===== src/rtl/hlfr_pkg.sv =====
// Shared constants and functions of the heading-locked frame rotator.
`timescale 1ns / 1ps
package hlfr_pkg;

  localparam int AtanEntries = 24;
  localparam int IntW        = 34;
  localparam int AngW        = 33;

  localparam logic signed [AngW-1:0] HalfPiU = 33'sd1073741824;
  localparam logic signed [AngW-1:0] PiU     = 33'sd2147483648;
  localparam logic signed [IntW-1:0] CordicKQ30 = 34'sd652032874;
  localparam logic signed [IntW-1:0] OneQ28     = 34'sd268435456;

  localparam logic ActAttitude = 1'b0;
  localparam logic ActVelocity = 1'b1;

  // arctan(2^-i) in units of pi/2^31
  function automatic logic [29:0] atan_unit(input logic [4:0] idx);
    logic [29:0] v;
    begin
      case (idx)
        5'd0:  v = 30'd536870912;
        5'd1:  v = 30'd316933406;
        5'd2:  v = 30'd167458907;
        5'd3:  v = 30'd85004756;
        5'd4:  v = 30'd42667331;
        5'd5:  v = 30'd21354465;
        5'd6:  v = 30'd10679838;
        5'd7:  v = 30'd5340245;
        5'd8:  v = 30'd2670163;
        5'd9:  v = 30'd1335087;
        5'd10: v = 30'd667544;
        5'd11: v = 30'd333772;
        5'd12: v = 30'd166886;
        5'd13: v = 30'd83443;
        5'd14: v = 30'd41722;
        5'd15: v = 30'd20861;
        5'd16: v = 30'd10430;
        5'd17: v = 30'd5215;
        5'd18: v = 30'd2608;
        5'd19: v = 30'd1304;
        5'd20: v = 30'd652;
        5'd21: v = 30'd326;
        5'd22: v = 30'd163;
        5'd23: v = 30'd81;
        default: v = 30'd0;
      endcase
      return v;
    end
  endfunction

endpackage


===== src/rtl/heading_locked_frame_rotator_core.sv =====
// Top level of the heading-locked frame rotator.
`timescale 1ns / 1ps
// Every request returns one result. A velocity request after the lock sends four products
// through one shared multiplier, two per output axis. A velocity request before the lock
// is answered from the idle state without any products. The first attitude request runs
// the quaternion products, a CORDIC vectoring pass and a CORDIC rotation pass through one
// shared shift-add unit; the vectoring pass is skipped when the yaw numerator and
// denominator are both zero. Later attitude requests are answered from the stored values
// without any passes. Input ready is low while a request is in work or while its result
// waits at the output register. Input ready comes back in the cycle after the result is
// taken.
module heading_locked_frame_rotator_core #(
  parameter int CORDIC_STEPS = 16
) (
  input  logic         clk,
  input  logic         rst,
  input  logic         s_tvalid,
  output logic         s_tready,
  // tdata: quat_w, quat_x, quat_y, quat_z, vel_fwd, vel_left, vel_up (low bit up)
  input  logic [111:0] s_tdata,
  // tuser: action
  input  logic         s_tuser,
  output logic         m_tvalid,
  input  logic         m_tready,
  // tdata: vel_north, vel_east, vel_down, heading_locked, yaw_angle (low bit up)
  output logic [71:0]  m_tdata
);

  localparam int NSteps = (CORDIC_STEPS > hlfr_pkg::AtanEntries) ?
                          hlfr_pkg::AtanEntries : CORDIC_STEPS;
  localparam int IW = hlfr_pkg::IntW;
  localparam int AW = hlfr_pkg::AngW;

  typedef enum logic [3:0] {
    S_IDLE, S_MUL0, S_MUL1, S_MUL2, S_MUL3, S_VSETUP, S_VEC, S_ROUND,
    S_RSETUP, S_ROT, S_STORE, S_VMUL0, S_VMUL1, S_VSUM, S_OUT, S_VFIN
  } state_t;

  state_t state;
  logic [4:0] step;
  logic signed [15:0] qw, qx, qy, qz, vf, vl, vu;
  logic signed [IW-1:0] cx, cy, acc;
  logic signed [AW-1:0] cz;
  logic flip;
  logic signed [31:0] prod;
  logic signed [15:0] yaw_store, cos_store, sin_store;
  logic lock_flag;
  logic signed [15:0] vn, ve, vd;

  logic signed [15:0] ma, mb;
  logic signed [31:0] mprod;
  logic signed [IW-1:0] xs, ys;
  logic dir;
  logic signed [AW-1:0] tz;
  logic signed [15:0] rnd_c, rnd_s;
  logic [31:0] ang;
  logic signed [IW-1:0] den;
  logic signed [AW-1:0] yz;

  // shared multiplier operand select
  always_comb begin
    ma = qw;
    mb = qz;
    unique case (state)
      S_MUL1:  begin ma = qx; mb = qy; end
      S_MUL2:  begin ma = qy; mb = qy; end
      S_MUL3:  begin ma = qz; mb = qz; end
      S_VMUL0: begin ma = cos_store; mb = vf; end
      S_VMUL1: begin ma = sin_store; mb = vl; end
      S_VSUM:  begin ma = sin_store; mb = vf; end
      S_OUT:   begin ma = cos_store; mb = vl; end
      default: begin ma = qw; mb = qz; end
    endcase
    mprod = ma * mb;
  end

  assign tz = $signed({3'b000, hlfr_pkg::atan_unit(step)});
  assign xs = cx >>> step;
  assign ys = cy >>> step;
  assign dir = (state == S_VEC) ? ~cy[IW-1] : ~cz[AW-1];
  assign ang = cz[31:0] + 32'h8000;
  assign den = hlfr_pkg::OneQ28 - ((acc + IW'(prod)) <<< 1);
  assign yz = AW'(yaw_store) <<< 16;

  function automatic logic signed [15:0] q30_q14(input logic signed [IW-1:0] v);
    logic signed [IW-1:0] r;
    begin
      r = (v + IW'(8192)) >>> 16;
      if (r > IW'(16384)) r = IW'(16384);
      else if (r < -IW'(16384)) r = -IW'(16384);
      return r[15:0];
    end
  endfunction

  function automatic logic signed [15:0] sat16(input logic signed [IW-1:0] v);
    begin
      if (v > IW'(32767)) return 16'sh7fff;
      if (v < -IW'(32768)) return 16'sh8000;
      return v[15:0];
    end
  endfunction

  assign rnd_c = q30_q14(flip ? -cx : cx);
  assign rnd_s = q30_q14(flip ? -cy : cy);

  assign s_tready = (state == S_IDLE) && !m_tvalid;

  always_ff @(posedge clk) begin
    prod <= mprod;
    if (rst) begin
      state <= S_IDLE;
      m_tvalid <= 1'b0;
      lock_flag <= 1'b0;
      yaw_store <= '0;
      cos_store <= 16'sd16384;
      sin_store <= '0;
      vn <= '0; ve <= '0; vd <= '0;
      step <= '0;
    end else begin
      if (m_tvalid && m_tready) m_tvalid <= 1'b0;
      unique case (state)
        S_IDLE: if (s_tvalid && s_tready) begin
          {vu, vl, vf, qz, qy, qx, qw} <= s_tdata;
          if (s_tuser == hlfr_pkg::ActAttitude) begin
            if (lock_flag) m_tvalid <= 1'b1;
            else state <= S_MUL0;
          end else if (!lock_flag) begin
            vn <= '0; ve <= '0; vd <= '0;
            m_tvalid <= 1'b1;
          end else state <= S_VMUL0;
        end
        S_MUL0: state <= S_MUL1;
        S_MUL1: begin acc <= IW'(prod); state <= S_MUL2; end
        S_MUL2: begin cy <= (acc + IW'(prod)) <<< 1; state <= S_MUL3; end
        S_MUL3: begin acc <= IW'(prod); state <= S_VSETUP; end
        S_VSETUP: begin
          step <= '0;
          if (den == '0 && cy == '0) begin
            cz <= '0;
            state <= S_ROUND;
          end else begin
            state <= S_VEC;
            // pre-rotate by pi when the denominator is negative
            if (den < 0) begin
              cx <= -den;
              cy <= -cy;
              cz <= hlfr_pkg::PiU;
            end else begin
              cx <= den;
              cz <= '0;
            end
          end
        end
        S_VEC: begin
          if (dir) begin cx <= cx + ys; cy <= cy - xs; cz <= cz + tz; end
          else begin cx <= cx - ys; cy <= cy + xs; cz <= cz - tz; end
          step <= step + 5'd1;
          if (step == 5'(NSteps - 1)) state <= S_ROUND;
        end
        S_ROUND: begin
          yaw_store <= ang[31:16];
          state <= S_RSETUP;
        end
        S_RSETUP: begin
          step <= '0;
          cx <= hlfr_pkg::CordicKQ30;
          cy <= '0;
          state <= S_ROT;
          if (yz > hlfr_pkg::HalfPiU) begin
            cz <= yz - hlfr_pkg::PiU; flip <= 1'b1;
          end else if (yz < -hlfr_pkg::HalfPiU) begin
            cz <= yz + hlfr_pkg::PiU; flip <= 1'b1;
          end else begin
            cz <= yz; flip <= 1'b0;
          end
        end
        S_ROT: begin
          if (dir) begin cx <= cx - ys; cy <= cy + xs; cz <= cz - tz; end
          else begin cx <= cx + ys; cy <= cy - xs; cz <= cz + tz; end
          step <= step + 5'd1;
          if (step == 5'(NSteps - 1)) state <= S_STORE;
        end
        S_STORE: begin
          cos_store <= rnd_c;
          sin_store <= rnd_s;
          lock_flag <= 1'b1;
          m_tvalid <= 1'b1;
          state <= S_IDLE;
        end
        S_VMUL0: state <= S_VMUL1;
        S_VMUL1: begin acc <= IW'(prod); state <= S_VSUM; end
        S_VSUM: begin
          vn <= sat16((acc + IW'(prod) + IW'(8192)) >>> 14);
          state <= S_OUT;
        end
        S_OUT: begin
          // s*f arrives now; c*l was launched this cycle, finish next
          acc <= IW'(prod);
          vd <= sat16(-IW'(vu));
          state <= S_VFIN;
        end
        S_VFIN: begin
          ve <= sat16((acc - IW'(prod) + IW'(8192)) >>> 14);
          m_tvalid <= 1'b1;
          state <= S_IDLE;
        end
        default: state <= S_IDLE;
      endcase
    end
  end

  assign m_tdata = {7'd0, yaw_store, lock_flag, vd, ve, vn};

endmodule

===== config.mk =====
export PLATFORM = sky130hd
export DESIGN_NAME = heading_locked_frame_rotator_core
export DESIGN_NICKNAME = d
export VERILOG_FILES = /design/src/rtl/hlfr_pkg.sv /design/src/rtl/heading_locked_frame_rotator_core.sv
export SDC_FILE = /design/constraint.sdc
export NUM_CORES = 2
export LEC_CHECK = 0
export ABC_CLOCK_PERIOD_IN_PS = 7950
export BUFFER_PORTS_ARGS = -buffer_cell sky130_fd_sc_hd__clkbuf_2
export CORE_MARGIN = 2
export CORE_UTILIZATION = 57
export CTS_BUF_LIST = sky130_fd_sc_hd__clkbuf_8
export DETAILED_ROUTE_END_ITERATION = 8
export PLACE_DENSITY = 0.77
export SYNTH_ARGS = -nofsm -noshare
export SYNTH_HDL_FRONTEND = slang
export SYNTH_SLANG_ARGS = --single-unit

===== constraint.sdc =====
create_clock -name clk -period 7.95 [get_ports clk]
set_input_delay 1.1925 -clock clk [delete_from_list [all_inputs] [get_ports clk]]
set_output_delay 1.1925 -clock clk [all_outputs]
set_load 0.1 [all_outputs]

==> impl_results.md <==
* Outcome: complete, but fails checks
* Violated checks: DRC
* # fillers at 7,492
* Hold_sp: prod[7]
* Worst-Skew Late Latency at 760 ps
* R2R depth at 29
* Initial Util at 57.30%
* Critical Path Start Type: flip-flop
* Post-Place Cells at 6,998
* Worst hold stages at 0
* Flops & latches, synth at 415
* CP max-delay cell: fa_1
* Synth Warn # at 0
* CTS Root Cell: clkbuf_8
* Largest net degree at the start of global routing at 92
* Unrepaired setup endpoints after global routing: no
* Max-slew violation count at 0
* Reg-to-Reg Start: state[2]
* CTS tree: yes
* Sequential area share after synthesis at 22.15%
* Post-synth ARST share at 0%
* CTS Buf Count at 80
* Clock Path Buffers at 3
* Core area at 84,880 um2
* Die ar. at 87,680 um2
* Final period util at 96.90%
* Final TNS setup at 0 ps
* DR WL/cell at 23.69 um
* Global-route wire length before repair at 256,300 um
* Min-delay worst type: reg -> reg
* Gpl congestion at 1.017
* Clk_skew at 64.67 ps
* Number of remaining DRC errors at 22
* Synth top area share at 15.19%
* Non-Filler Instances at 7,158
* Dominant cell type by area after synthesis: edfxtp_1
* CTS sink count at 415
* Fin nets at 6,714
* Ports at 191
* Hpwl dp at 131,600 um
* Cts hold-fix bufs at 0
* Place WS at -181.4 ps
* DRT Wirelength at 169,600 um
* CP Capture Type: flip-flop
* Post-Syn Area at 48,630 um2
* Worst Path Required at 8610 ps
* Vias in the first global route at 43,380
* F_max at 129.8 MHz
* Buffers on Ports at 183
* Post-Syn Instances at 5,849
* Final setup viols at 0
* Main synth FF type: edfxtp_1
* Worst setup margin at 246.6 ps
* Leading cell type in the layout, fill and taps excluded: nor2_1
* Utilization after layout at 62.33%
* Final ANT Viol Nets at 0
* Die Width at 296.1 um
* Max Cap Viol at 0
* GRT overflow at 0
* Synth area leaders: edfxtp_1 (15%), fa_1 (11%), ha_1 (10%)
* H-tree depth at 3
* Worst reg2reg path endpoint: prod[30]
* Most frequent cells in the layout: nor2_1 (623), inv_1 (601), nand2_1 (480), a21oi_1 (415), ha_1 (387)
* R2R Setup Slk at 250 ps
* Largest fanout on the critical path at 16
* Initial antenna violation count at 17
* Yosys cell types at 113
* Layout cells sized above 1 at 11.47%
* CP max stage delay at 590 ps
* Clk slew on worst S/H paths at 70 ps
* Area grow syn2layout at 8.788%
* Crit path kind: reg -> reg
* EDFF count, synth at 246
* Vias per cell at 6.420
* # rows at 107
* Most frequent cell on the critical path: fa_1
* WHS Endpoint: acc[7]
* Final Hold Fails at 0
* DR pass1 iterations at 9
* Post-layout min period at 7703 ps
* Synth Area per Inst at 8.315 um2
* GRT Overall Usage at 38.08%
* Initial drt markers at 5,166
* Slew HR at 21.41%
* Die height at 296.1 um
* Worst-margin pin slew at 1178 ps
* Vias at 45,960
* Arrival time at the worst endpoint at 8360 ps
flip-flops by register name (all words and copies together), names as in the netlist, 30 cells and up:
| name | count |
|---|---|
| acc | 32 |
| tz | 30 |
| cz | 33 |
| cx | 34 |
| cy | 34 |
| prod | 32 |
area by class of cell:
class	count	area, um2	share of cell area, %
multi-input combinational	4516	34590	65.37
antenna	5	12.51	0.02365
inverter	589	2211	4.179
sequential	415	10780	20.38
tap	1144	1431	2.705
clock inverter	59	481.7	0.9105
timing repair buffer	339	2151	4.065
clock buffer	91	1252	2.367
metal layers:
layer / part of all wire [%] / track usage (%) / routed length [um]
met3: 11 / 9.421 / 18110
met4: 6.9 / 21.82 / 11680
met1: 38 / 48.50 / 64790
met2: 44 / 58.98 / 74850
met5: 0.10 / 0 / 173
Yosys cell counts (43+ instances only):
cell,instances
a211oi_1,64
a21o_1,83
a21oi_1,419
a221o_1,61
a22oi_1,50
a31oi_1,43
clkbuf_1,274
dfxtp_1,169
edfxtp_1,246
fa_1,269
ha_1,387
inv_1,579
mux2i_1,90
nand2_1,482
nand2b_1,70
nand3_1,100
nor2_1,630
nor2b_1,50
nor3_1,106
o21a_1,71
o21ai_0,275
o21bai_1,65
o22ai_1,47
xnor2_1,234
xor2_1,113
stage by stage:
stage          hold slack, ps  cell area, um2
4_1_cts                 461.1           52750
3_3_place_gp            438.9           51010
5_1_grt                 472.5           52900
6_report                464.7           52910
2_1_floorplan           420.7           48670
3_5_place_dp            449.0           51010
how the worst max path moves through the flow:
stage              from  endpoint  slack [ps]  cells after the start
2_1_floorplan  state[3]  prod[30]          -9                     32
3_3_place_gp   state[2]  prod[30]         -20                     29
3_5_place_dp   state[0]  prod[31]        -180                     28
4_1_cts        state[2]  prod[30]           1                     29
5_1_grt        state[2]  prod[30]        0.05                     29
6_report       state[2]  prod[30]         250                     29
cells by family after synthesis:
family	Yosys count	synth area share [%]
buffers and inverters	924	7.286
and+or+nand+nor	1753	16.84
adders and majority gates	656	21.03
other	1	0.007711
AOI/OAI and AO/OA	1595	22.09
xor gates and xnor gates	349	6.316
muxes	156	4.283
DFF	415	22.15
worst max-delay path: cells and delay by family, from the launching register on:
family / cells / cell delay (ps)
xor gates and xnor gates: 1 / 130
AOI/OAI and AO/OA: 7 / 1600
DFF: 1 / 320
and+or+nand+nor: 8 / 1630
adders and majority gates: 7 / 3480
buffers and inverters: 6 / 460
what timing repair did:
action,4_1_cts,5_1_grt
gates resized for setup,2,30
pin swaps,0,4
setup buffers,0,5
endpoints found under the setup margin,3,7
Power is left out: the tool's default activity adds up to more than one toggle a clock period on the data nets, which glitch-free logic cannot reach.
